--- src/hw/rtl/mexp_pkg.sv ---
`timescale 1ns / 1ps
// Shared types and constants for the modular exponentiation block.
// Used by every module under hw/rtl; depends on nothing else.
package mexp_pkg;

  // Width of the payload fields and of the modulus register.
  localparam int FIELD_W = 16;

  // Default working width of operands and of the exponent scan.
  localparam int OPERAND_BITS_DEF = 16;

  // Configuration bus geometry.
  localparam int DATA_W = 32;
  localparam int ADDR_W = 3;

  typedef logic [FIELD_W-1:0] field_t;
  typedef logic [DATA_W-1:0]  data_t;
  typedef logic [ADDR_W-1:0]  addr_t;
  typedef logic [ADDR_W-3:0]  reg_idx_t;

  // Register index of the modulus.
  localparam reg_idx_t REG_MODULUS = '0;

  // Modulus value after reset.
  localparam field_t MODULUS_RESET = 16'd221;

  // Which product the shared multiplier is forming.
  typedef enum logic [1:0] {
    MSEL_REDUCE = 2'd0,
    MSEL_ACC    = 2'd1,
    MSEL_SQR    = 2'd2
  } mul_sel_t;

  // Commands from the controller to the datapath.
  typedef struct packed {
    logic     load;
    logic     mul_start;
    mul_sel_t mul_sel;
    logic     shift;
    logic     out_load;
  } ctrl_cmd_t;

  // Status from the datapath to the controller.
  typedef struct packed {
    logic m_zero;
    logic exp_bit;
    logic mul_done;
    logic out_free;
  } dp_status_t;

endpackage

--- src/hw/rtl/mexp_modmul.sv ---
`timescale 1ns / 1ps
// Interleaved modular multiplier: x * y mod m, one bit of y per cycle, MSB first.
// Requires x < m. Takes its default width from mexp_pkg; instantiated by mexp_datapath.
module mexp_modmul #(
  parameter int OPERAND_BITS = mexp_pkg::OPERAND_BITS_DEF
) (
  input  logic                    clk,
  input  logic                    rst_n,
  input  logic                    start,
  input  logic [OPERAND_BITS-1:0] x,
  input  logic [OPERAND_BITS-1:0] y,
  input  logic [OPERAND_BITS-1:0] m,
  output logic                    done,
  output logic [OPERAND_BITS-1:0] result
);

  localparam int W     = OPERAND_BITS;
  localparam int CNT_W = $clog2(OPERAND_BITS);
  localparam int T_W   = OPERAND_BITS + 2;

  logic             busy_r;
  logic             done_r;
  logic [CNT_W-1:0] cnt_r;
  logic [W-1:0]     x_r;
  logic [W-1:0]     y_r;
  logic [W-1:0]     r_r;
  logic [W-1:0]     r_nxt;
  logic [T_W-1:0]   t;
  logic [T_W-1:0]   m1;
  logic [T_W-1:0]   m2;
  logic [T_W-1:0]   d1;
  logic [T_W-1:0]   d2;

  // One step: r = 2r + y_bit * x, which stays below 3m, then subtract m or 2m.
  always_comb begin
    m1 = {2'b00, m};
    m2 = {1'b0, m, 1'b0};
    t  = {1'b0, r_r, 1'b0} + (y_r[W-1] ? {2'b00, x_r} : '0);
    d1 = t - m1;
    d2 = t - m2;
    priority if (t >= m2) begin
      r_nxt = d2[W-1:0];
    end else if (t >= m1) begin
      r_nxt = d1[W-1:0];
    end else begin
      r_nxt = t[W-1:0];
    end
  end

  // Control: busy while the bit counter runs down, then a one-cycle done pulse.
  always_ff @(posedge clk) begin
    if (!rst_n) begin
      busy_r <= 1'b0;
      done_r <= 1'b0;
      cnt_r  <= '0;
    end else begin
      done_r <= 1'b0;
      if (start) begin
        busy_r <= 1'b1;
        cnt_r  <= CNT_W'(W - 1);
      end else if (busy_r) begin
        cnt_r <= cnt_r - 1'b1;
        if (cnt_r == '0) begin
          busy_r <= 1'b0;
          done_r <= 1'b1;
        end
      end
    end
  end

  // Operand and partial-remainder registers.
  always_ff @(posedge clk) begin
    if (start) begin
      x_r <= x;
      y_r <= y;
      r_r <= '0;
    end else if (busy_r) begin
      r_r <= r_nxt;
      y_r <= y_r << 1;
    end
  end

  assign done   = done_r;
  assign result = r_r;

endmodule

--- src/hw/rtl/mexp_datapath.sv ---
`timescale 1ns / 1ps
// Datapath of the modular exponentiation block: operand, accumulator and square
// registers, the shared modular multiplier and the result register. Uses mexp_pkg.
module mexp_datapath #(
  parameter int OPERAND_BITS = mexp_pkg::OPERAND_BITS_DEF
) (
  input  logic                   clk,
  input  logic                   rst_n,
  input  mexp_pkg::ctrl_cmd_t    cmd,
  output mexp_pkg::dp_status_t   status,
  input  mexp_pkg::field_t       modulus,
  input  mexp_pkg::field_t       in_base,
  input  mexp_pkg::field_t       in_exponent,
  output logic                   out_valid,
  input  logic                   out_stall,
  output mexp_pkg::field_t       out_power_residue
);

  localparam int W = OPERAND_BITS;

  logic [W-1:0]       base_r;
  logic [W-1:0]       exp_r;
  logic [W-1:0]       m_r;
  logic [W-1:0]       acc_r;
  logic [W-1:0]       sq_r;
  mexp_pkg::mul_sel_t sel_r;
  mexp_pkg::field_t   out_data_r;
  logic               out_valid_r;

  logic [W-1:0]       m_in;
  logic [W-1:0]       one_in;
  logic [W-1:0]       one_mod;
  logic [W-1:0]       mul_x;
  logic [W-1:0]       mul_y;
  logic               mul_done;
  logic [W-1:0]       mul_result;

  // Operands are taken in their low W bits; 1 mod m is 0 when m is 0 or 1.
  assign m_in    = W'(modulus);
  assign one_in  = {{(W-1){1'b0}}, (m_in > W'(1))};
  assign one_mod = {{(W-1){1'b0}}, (m_r > W'(1))};

  // Operand selection for the shared multiplier.
  always_comb begin
    unique case (cmd.mul_sel)
      mexp_pkg::MSEL_REDUCE: begin
        mul_x = one_mod;
        mul_y = base_r;
      end
      mexp_pkg::MSEL_ACC: begin
        mul_x = sq_r;
        mul_y = acc_r;
      end
      mexp_pkg::MSEL_SQR: begin
        mul_x = sq_r;
        mul_y = sq_r;
      end
      default: begin
        mul_x = sq_r;
        mul_y = sq_r;
      end
    endcase
  end

  mexp_modmul #(
    .OPERAND_BITS(OPERAND_BITS)
  ) u_modmul (
    .clk   (clk),
    .rst_n (rst_n),
    .start (cmd.mul_start),
    .x     (mul_x),
    .y     (mul_y),
    .m     (m_r),
    .done  (mul_done),
    .result(mul_result)
  );

  // Working registers: loaded with a request, updated as products complete.
  always_ff @(posedge clk) begin
    if (cmd.load) begin
      base_r <= W'(in_base);
      exp_r  <= W'(in_exponent);
      m_r    <= m_in;
      acc_r  <= one_in;
    end else begin
      if (cmd.shift) begin
        exp_r <= exp_r >> 1;
      end
      if (mul_done) begin
        unique case (sel_r)
          mexp_pkg::MSEL_REDUCE: sq_r  <= mul_result;
          mexp_pkg::MSEL_ACC:    acc_r <= mul_result;
          mexp_pkg::MSEL_SQR:    sq_r  <= mul_result;
          default:               sq_r  <= mul_result;
        endcase
      end
    end
    if (cmd.mul_start) begin
      sel_r <= cmd.mul_sel;
    end
    if (cmd.out_load) begin
      out_data_r <= mexp_pkg::field_t'(acc_r);
    end
  end

  // Output register valid flag.
  always_ff @(posedge clk) begin
    if (!rst_n) begin
      out_valid_r <= 1'b0;
    end else if (cmd.out_load) begin
      out_valid_r <= 1'b1;
    end else if (out_valid_r && !out_stall) begin
      out_valid_r <= 1'b0;
    end
  end

  assign status.m_zero   = (m_r == '0);
  assign status.exp_bit  = exp_r[0];
  assign status.mul_done = mul_done;
  assign status.out_free = !out_valid_r || !out_stall;

  assign out_valid         = out_valid_r;
  assign out_power_residue = out_data_r;

endmodule

--- src/hw/rtl/mexp_ctrl.sv ---
`timescale 1ns / 1ps
// Controller of the modular exponentiation block: sequences the base reduction and
// the square-and-multiply passes over the exponent bits. Uses mexp_pkg.
module mexp_ctrl #(
  parameter int OPERAND_BITS = mexp_pkg::OPERAND_BITS_DEF
) (
  input  logic                 clk,
  input  logic                 rst_n,
  input  logic                 in_valid,
  output logic                 in_stall,
  input  mexp_pkg::dp_status_t status,
  output mexp_pkg::ctrl_cmd_t  cmd
);

  localparam int CNT_W = $clog2(OPERAND_BITS);

  localparam logic [2:0] S_IDLE = 3'd0;
  localparam logic [2:0] S_LOAD = 3'd1;
  localparam logic [2:0] S_RED  = 3'd2;
  localparam logic [2:0] S_BIT  = 3'd3;
  localparam logic [2:0] S_MUL  = 3'd4;
  localparam logic [2:0] S_SQR  = 3'd5;
  localparam logic [2:0] S_DONE = 3'd6;

  logic [2:0]       state_r;
  logic [2:0]       state_nxt;
  logic [CNT_W-1:0] bit_cnt_r;
  logic [CNT_W-1:0] bit_cnt_nxt;
  logic             last_bit;

  assign last_bit = (bit_cnt_r == CNT_W'(OPERAND_BITS - 1));

  // Next state and command decode.
  always_comb begin
    state_nxt   = state_r;
    bit_cnt_nxt = bit_cnt_r;
    cmd         = '0;
    cmd.mul_sel = mexp_pkg::MSEL_SQR;
    unique case (state_r)
      S_IDLE: begin
        if (in_valid) begin
          cmd.load    = 1'b1;
          bit_cnt_nxt = '0;
          state_nxt   = S_LOAD;
        end
      end
      S_LOAD: begin
        if (status.m_zero) begin
          state_nxt = S_DONE;
        end else begin
          cmd.mul_start = 1'b1;
          cmd.mul_sel   = mexp_pkg::MSEL_REDUCE;
          state_nxt     = S_RED;
        end
      end
      S_RED: begin
        if (status.mul_done) begin
          state_nxt = S_BIT;
        end
      end
      S_BIT: begin
        priority if (status.exp_bit) begin
          cmd.mul_start = 1'b1;
          cmd.mul_sel   = mexp_pkg::MSEL_ACC;
          state_nxt     = S_MUL;
        end else if (last_bit) begin
          state_nxt = S_DONE;
        end else begin
          cmd.mul_start = 1'b1;
          state_nxt     = S_SQR;
        end
      end
      S_MUL: begin
        if (status.mul_done) begin
          if (last_bit) begin
            state_nxt = S_DONE;
          end else begin
            cmd.mul_start = 1'b1;
            state_nxt     = S_SQR;
          end
        end
      end
      S_SQR: begin
        if (status.mul_done) begin
          cmd.shift   = 1'b1;
          bit_cnt_nxt = bit_cnt_r + 1'b1;
          state_nxt   = S_BIT;
        end
      end
      S_DONE: begin
        if (status.out_free) begin
          cmd.out_load = 1'b1;
          state_nxt    = S_IDLE;
        end
      end
      default: begin
        state_nxt = S_IDLE;
      end
    endcase
  end

  // State and bit counter registers.
  always_ff @(posedge clk) begin
    if (!rst_n) begin
      state_r   <= S_IDLE;
      bit_cnt_r <= '0;
    end else begin
      state_r   <= state_nxt;
      bit_cnt_r <= bit_cnt_nxt;
    end
  end

  assign in_stall = (state_r != S_IDLE);

endmodule

--- src/hw/rtl/modular_exponentiation_top.sv ---
`timescale 1ns / 1ps
// Top level of the modular exponentiation block: configuration port, controller and
// datapath. Uses mexp_pkg, mexp_ctrl, mexp_datapath and mexp_modmul.
//
// Computes in_base ** in_exponent mod modulus by right-to-left square-and-multiply,
// one request at a time. Operands are taken in their low OPERAND_BITS bits. Every
// product runs through one shared interleaved modular multiplier that retires one
// multiplier bit per cycle, and that unit sets the rate. A modulus of zero yields 0.
// The next request is taken as soon as the result sits in the output register. The
// modulus register (byte address 0, reset value 221) must only be written while the
// block is idle.
module modular_exponentiation_top #(
  parameter int OPERAND_BITS = mexp_pkg::OPERAND_BITS_DEF
) (
  input  logic              clk,
  input  logic              rst_n,
  input  logic              in_valid,
  output logic              in_stall,
  input  mexp_pkg::field_t  in_base,
  input  mexp_pkg::field_t  in_exponent,
  output logic              out_valid,
  input  logic              out_stall,
  output mexp_pkg::field_t  out_power_residue,
  input  logic              psel,
  input  logic              penable,
  input  logic              pwrite,
  input  mexp_pkg::addr_t   paddr,
  input  mexp_pkg::data_t   pwdata,
  output mexp_pkg::data_t   prdata,
  output logic              pready
);

  mexp_pkg::field_t     modulus_r;
  logic                 reg_hit;
  logic                 wr_en;
  mexp_pkg::ctrl_cmd_t  cmd;
  mexp_pkg::dp_status_t status;

  // Register decode on the word index of the address.
  assign reg_hit = (paddr[mexp_pkg::ADDR_W-1:2] == mexp_pkg::REG_MODULUS);
  assign wr_en   = psel && penable && pwrite && pready && reg_hit;
  assign pready  = 1'b1;

  // Modulus register.
  always_ff @(posedge clk) begin
    if (!rst_n) begin
      modulus_r <= mexp_pkg::MODULUS_RESET;
    end else if (wr_en) begin
      modulus_r <= pwdata[mexp_pkg::FIELD_W-1:0];
    end
  end

  // Read data: the modulus, zero elsewhere.
  assign prdata = reg_hit ? mexp_pkg::data_t'(modulus_r) : '0;

  mexp_ctrl #(
    .OPERAND_BITS(OPERAND_BITS)
  ) u_ctrl (
    .clk     (clk),
    .rst_n   (rst_n),
    .in_valid(in_valid),
    .in_stall(in_stall),
    .status  (status),
    .cmd     (cmd)
  );

  mexp_datapath #(
    .OPERAND_BITS(OPERAND_BITS)
  ) u_datapath (
    .clk              (clk),
    .rst_n            (rst_n),
    .cmd              (cmd),
    .status           (status),
    .modulus          (modulus_r),
    .in_base          (in_base),
    .in_exponent      (in_exponent),
    .out_valid        (out_valid),
    .out_stall        (out_stall),
    .out_power_residue(out_power_residue)
  );

endmodule

--- config.mk ---
export PLATFORM = sky130hd
export DESIGN_NAME = modular_exponentiation_top
export DESIGN_NICKNAME = d
export VERILOG_FILES = /design/src/hw/rtl/mexp_pkg.sv /design/src/hw/rtl/mexp_modmul.sv /design/src/hw/rtl/mexp_datapath.sv /design/src/hw/rtl/mexp_ctrl.sv /design/src/hw/rtl/modular_exponentiation_top.sv
export SDC_FILE = /design/constraint.sdc
export NUM_CORES = 1
export LEC_CHECK = 0
export BUFFER_PORTS_ARGS = -buffer_cell sky130_fd_sc_hd__buf_2
export CAP_MARGIN = 30
export CORE_ASPECT_RATIO = 1.2
export CORE_MARGIN = 10
export CORE_UTILIZATION = 32
export DETAILED_ROUTE_END_ITERATION = 10
export PLACE_DENSITY_LB_ADDON = 0.25
export SLEW_MARGIN = 15
export SYNTH_ARGS = -nofsm -noshare
export SYNTH_HDL_FRONTEND = slang
export SYNTH_SLANG_ARGS = --single-unit
--- constraint.sdc ---
create_clock -name clk -period 5 [get_ports clk]
set_input_delay 0.5 -clock clk [delete_from_list [all_inputs] [get_ports clk]]
set_output_delay 0.5 -clock clk [all_outputs]
set_load 0.03 [all_outputs]
Yosys cells after proc, flatten, opt, wreduce, memory -nomap -nowiden --
Cells that the tools add are included.
Word-level totals: register bits after elaboration 176, input bits 74, output and inout port bits 51, word-level logic and storage cells 117
Operators by class: add/subtract/negate cells 5, magnitude comparators 4, equality and inequality tests 14, muxes and demuxes 45, bitwise gates (word level) 5, reduce and logical (&&, ||, !) cells 25
Operators with widths (count):
- 2-to-1 mux 16 bit | 8
- greater-than comparator 16 x 1 -> 1 bit, second input constant | 2
- case mux 16 bit (2 select lines) | 1
- subtractor 16 bit | 2
- 2-to-1 mux 3 bit | 7
- 2-to-1 mux 1 bit | 19
- adder 17 x 16 -> 18 bit | 1
- >= comparator 18 x 16 -> 1 bit | 1
- >= comparator 18 x 17 -> 1 bit | 1
- case mux 3 bit (6 select lines) | 1
- logical NOT 16 bit | 1
- 2-to-1 mux 4 bit | 4
- nonzero test 2 bit | 6
- equality test 3 bit, second input constant | 3
- case mux 4 bit (2 select lines) | 1
- equality test 3 x 2 -> 1 bit, second input constant | 2
- != test 2 x 1 -> 1 bit, second input constant | 3
- AND reduction 3 bit | 2
- NOT 1 bit | 5
- adder 4 x 1 -> 4 bit, second input constant | 1
- equality test 2 x 1 -> 1 bit, second input constant | 2
- equality test 4 bit, second input constant | 1
- logical AND 1 bit | 4
- logical NOT 4 bit | 1
- 15 further kinds | 19

Logic depth before layout (Yosys ltp) --
depth in word-level cells 6, mapped depth 22, gate-level depth less buffers 20

Modules after synthesis --
From an unflattened synthesis, not the netlist that was laid out.
Unflattened totals: cell total of the unflattened synthesis 963, area total of the unflattened synthesis 10141.0 um2
Modules (own cells, without submodules):
- mexp_modmul | instances 1, cells each 522, area each 4764.6 um2, seq. area each 1401.3 um2
- mexp_datapath | instances 1, cells each 261, area each 3873.7 um2, seq. area each 2812.7 um2
- modular_exponentiation_top | instances 1, cells each 106, area each 937.1 um2, seq. area each 320.3 um2
- mexp_ctrl | instances 1, cells each 74, area each 565.5 um2, seq. area each 140.1 um2

Worst setup path before layout --
Ideal clock, no wire load.
path kind register -> register, start point register u_datapath.u_modmul.y_r[15], end point register u_datapath.u_modmul.r_r[5] (netlist: u_datapath.u_modmul.result[5]), setup time 0.167 ns, arrival 4.211 ns, data required time 4.833 ns, slack 0.621 ns, cell stages (with the launch flop) 21, path buffers 2, period minus slack after synthesis 4.379 ns, cells stage by stage edfxtp_1 > clkbuf_1 > nand2_1 > fa_1 > nor2b_1 > o31a_1 > o31a_1 > o21ai_0 > a21oi_1 > xor2_1 > ha_1 > a21o_1 > a21o_1 > a21oi_1 > o21ai_0 > a21o_1 > or4_4 > buf_6 > mux2_1 > o211ai_1 > a21oi_1
On the way: word-level cells in the longest chain between the ends 5, elaborated cells on any way between the ends 8, those cells by class 3 x add/sub; 2 x order compare; 3 x mux
RTL lines:
- start, declared | RTL line mexp_modmul.sv:25 | logic [W-1:0] y_r;
- start signal, assigned | RTL line mexp_modmul.sv:75 | y_r <= y;
- start signal, assigned | RTL line mexp_modmul.sv:79 | y_r <= y_r << 1;
- 2-to-1 mux 16 bit * | RTL line mexp_modmul.sv:38 | t = {1'b0, r_r, 1'b0} + (y_r[W-1] ? {2'b00, x_r} : '0);
- adder 17 x 16 -> 18 bit * | RTL line mexp_modmul.sv:38
- subtractor 16 bit or >= comparator 18 x 16 -> 1 bit (tied branches) | RTL line mexp_modmul.sv:39, mexp_modmul.sv:43
- 2-to-1 mux 16 bit | RTL line mexp_modmul.sv:43 | end else if (t >= m1) begin
- 2-to-1 mux 16 bit * | RTL line mexp_modmul.sv:41 | priority if (t >= m2) begin
- end signal, assigned | RTL line mexp_modmul.sv:78 | r_r <= r_nxt;
- end, declared | RTL line mexp_modmul.sv:26 | logic [W-1:0] r_r;
Every way passes the cells marked *; elsewhere a longest branch is shown, timed or not. A chain may end at the register's enable or synchronous reset.

Worst setup path in the final report --
start point register u_datapath.u_modmul.y_r[15], end point register u_datapath.u_modmul.r_r[0] (netlist: u_datapath.u_modmul.result[0])
The elaborated chain is that of the path after synthesis.

==> summary.md <==
| Metric | Value |
|---|---|
| Status | `complete, no violations` |
| # nets final | `1181` |
| Most common cell after layout, fill and taps aside | `nand2_1` |
| Clk Latency, worst-skew pair | `0.44 ns` |
| Cell family with most CP delay | `compound AO/OA/AOI/OAI gates` |
| Die height | `208 um` |
| Worst stage delay on the critical path | `0.53 ns` |
| Crit start category | `register` |
| Area after DPL | `10400 um^2` |
| Synth unique cells | `65` |
| Flop pwr share | `30.2%` |
| Worst-case clock buffer depth | `2` |
| Number of synthesized flops with an enable pin | `115` |
| Internal power | `4.05 mW` |
| Antenna diodes | `0` |
| Commonest cells after routing, fill and taps aside | `nand2_1 (164), edfxtp_1 (115), buf_2 (89)` |
| Leak | `4.48 nW` |
| I/O pins | `125` |
| Mapped cell area | `9400 um^2` |
| Vias in the first global route | `7247` |
| Power Density | `591 nW/um^2` |
| DP Worst Slack | `0.179 ns` |
| Area of the multi-input gates | `4400 um^2` |
| Synth async-reset ratio | `0%` |
| Sequential element share of the synthesized area | `49.7%` |
| Site row count | `68` |
| Unrepaired setup endpoints after global routing | `false` |
| Hold Fails Final Rpt | `0` |
| P&R area growth vs syn | `17.7%` |
| Avg Inst Size Synth | `9.88 um^2` |
| Cts bufs inserted | `17` |
| Logic pwr share | `47.6%` |
| Synth Register Bits | `176` |
| CORE AREA | `28800 um^2` |
| Final setup margin | `0.325 ns` |
| Via count | `7049` |
| Sum Neg Setup Slack | `0 ns` |
| GRT Util Overall | `12.8%` |
| Die width | `176 um` |
| Synthesized instance count | `952` |
| Port bufs | `89` |
| CTS H-tree lvls | `4` |
| First-pass GRT wire length | `38.1 mm` |
| CP arrival | `5.02 ns` |
| Sw Share | `38.0%` |
| Die area | `36700 um^2` |
| HP Class | `input pin to register` |
| NetSw | `2.48 mW` |
| Initial antenna violation count | `0` |
| Initial Util | `32.6%` |
| Pre-Repair DR Iteration Count | `4` |
| CTS tree | `done` |
| Critical path's slowest cell | `or4_4` |
| GP Congestion | `0.837` |
| Main synth FF type | `edfxtp_1` |
| Cell total after placement | `1420` |
| Max Clock Freq | `214 MHz` |
| Tcrit/Tclk final | `93.5%` |
| Setup violators final | `0` |
| Post-DP HPWL | `17.7 mm` |
| DR vias/cell | `4.85` |
| Congestion Overflow GR | `0` |
| Post-route cell area | `11100 um^2` |
| Maximum VDD drop | `312 uV` |
| Sequential cell area | `4670 um^2` |
| Setup CP Type | `register to register` |
| CTS root buf | `clkbuf_16` |
| Sink Count | `176` |
| Detailed router's first-iteration violation count | `379` |
| DRC | `0` |
| Worst-path clk slew | `0.07 ns` |
| Final wirelength | `23.2 mm` |
| Crit path time final | `4.68 ns` |
| Yosys warns | `0` |
| Worst Path Max Fanout | `11` |
| Clock Skew | `0.00888 ns` |
| Largest net degree at the start of global routing | `49` |
| Worst Path Required | `5.35 ns` |
| Max Slew Vio Count | `0` |
| Final Non-Filler Cells | `1453` |
| Worst Setup End Kind | `register` |
| Least-Margin Pin Slew | `0.805 ns` |
| Relative slew slack | `46.2%` |
| Buf/Inv on CP | `2` |
| Post-cts hold buffer count | `0` |
| Clock share of power | `22.2%` |
| Maxcap violations | `0` |
| Filler Cell Count | `2902` |
| Wire per inst | `16.0 um` |
| Worst path cell trace | `and2_1 > ha_1 > inv_1 > fa_1 > nor2b_1 > o31a_1 > o31a_1 > buf_4 > a221oi_1 > o21bai_1 > xor2_1 > ha_1 > a21oi_1 > o21ai_0 > a21o_1 > or4_4 > nand2b_1 > mux2_2 > a211oi_1` |
| Share of layout cells above drive strength 1 | `16.8%` |
| Post-route ant nets | `0` |
-- logic make-up after synthesis --
group	count (synthesis)	synth area share [%]
AO/OA/AOI/OAI	216	15.3
buffers and inverters	93	4.59
other	2	0.0799
AND/OR/NAND/NOR	360	18.0
XOR/XNOR	36	3.35
multiplexers	17	1.86
flip-flops	176	49.7
adder cells (fa/ha/maj)	52	7.16
-- registers in the layout (all words and copies together) (netlist names), 2 cells and up --
register and flops:
modulus_r 16, u_datapath.acc_r 16, u_datapath.base_r 16, u_datapath.exp_r 16, u_datapath.m_r 16, u_datapath.out_power_residue 16
u_datapath.sq_r 16, u_datapath.u_modmul.result 16, u_datapath.u_modmul.x_r 16, u_datapath.u_modmul.y_r 16, u_ctrl.bit_cnt_r 4, u_datapath.u_modmul.cnt_r 4
u_ctrl.state_r 3, u_datapath.sel_r 2
-- power groups by stage --
stage,Sequential (mW),Clock [mW],Combinational [mW]
after floorplan,1.92,0,2.26
after global placement,2.01,0,3.05
after detailed placement,2.01,0,3.08
after CTS,1.98,1.48,3.10
after global routing,2.00,1.54,3.50
final,1.97,1.45,3.11
-- stage by stage --
stage               power, mW  hold WS (ns)  utilization (%)
detailed placement       5.09         0.438             36.0
global placement         5.06         0.440             35.9
floorplan                4.18         0.422                -
CTS                      6.56         0.218             38.2
global route             7.04         0.216             38.4
finish                   6.54         0.235             38.4
-- worst paths after layout --
kind	start	slack [ns]	end	cells past startpoint
worst max-delay path	u_datapath.u_modmul.y_r[15]$_DFFE_PP_	0.32	u_datapath.u_modmul.result[0]$_SDFFE_PP0P_	19
worst max register to register	u_datapath.u_modmul.y_r[15]$_DFFE_PP_	0.32	u_datapath.u_modmul.result[0]$_SDFFE_PP0P_	19
worst min-delay path	in_base[3]	0.23	u_datapath.base_r[3]$_DFFE_PP_	1
worst min register to register	modulus_r[0]$_SDFFE_PN1P_	0.45	u_datapath.m_r[0]$_DFFE_PP_	0
-- what timing repair did --
item | 4_1_cts | 5_1_grt
setup buffers | 0 | 1
resized for setup | 0 | 8
setup endpoints to repair | 0 | 16
-- routing by layer --
layer	share of wire, %	wire (um)	track usage [%]
met1	42	9850	14.8
met2	53	12200	23.0
met3	3.6	828	2.37
met4	1.5	347	4.14
met5	0	0	0
-- synthesized netlist by cell type, types with 3 or more instances --
cell type	instances	area (um^2)
a211oi_1	9	67.6
a21boi_0	17	128
a21o_1	8	60.1
a21oi_1	52	260
a22oi_1	17	128
a311o_1	3	30.0
a31o_2	3	26.3
a31oi_1	22	138
a32o_1	4	40.0
and2_1	18	113
and3_1	6	37.5
buf_4	18	135
clkbuf_1	34	128
dfxtp_1	61	1220
edfxtp_1	115	3450
fa_1	3	60.1
ha_1	49	613
inv_1	36	135
mux2_2	3	33.8
mux2i_1	13	130
nand2_1	164	616
nand2b_1	4	25.0
nand3_1	17	85.1
nand3b_1	4	30.0
nand4_1	5	31.3
nor2_1	59	221
nor2b_1	41	257
nor3_1	12	60.1
nor3b_1	3	22.5
nor4_1	11	68.8
o211ai_1	4	30.0
o21a_1	13	97.6
o21ai_0	34	170
o21bai_1	5	37.5
o22ai_1	3	18.8
o31a_1	5	43.8
o31ai_1	4	30.0
or2_2	3	18.8
or3_1	5	31.3
xnor2_1	22	193
xor2_1	14	123
-- cell type report --
cell class	instances	share of cell area (%)
Clock buffer	18	3.97
Tap cell	385	4.35
Timing Repair Buffer	124	6.52
Multi-Input combinational cell	698	39.8
Clock inverter	14	1.81
Inverter	38	1.29
Sequential cell	176	42.2
(Power assumes the default switching activity.)
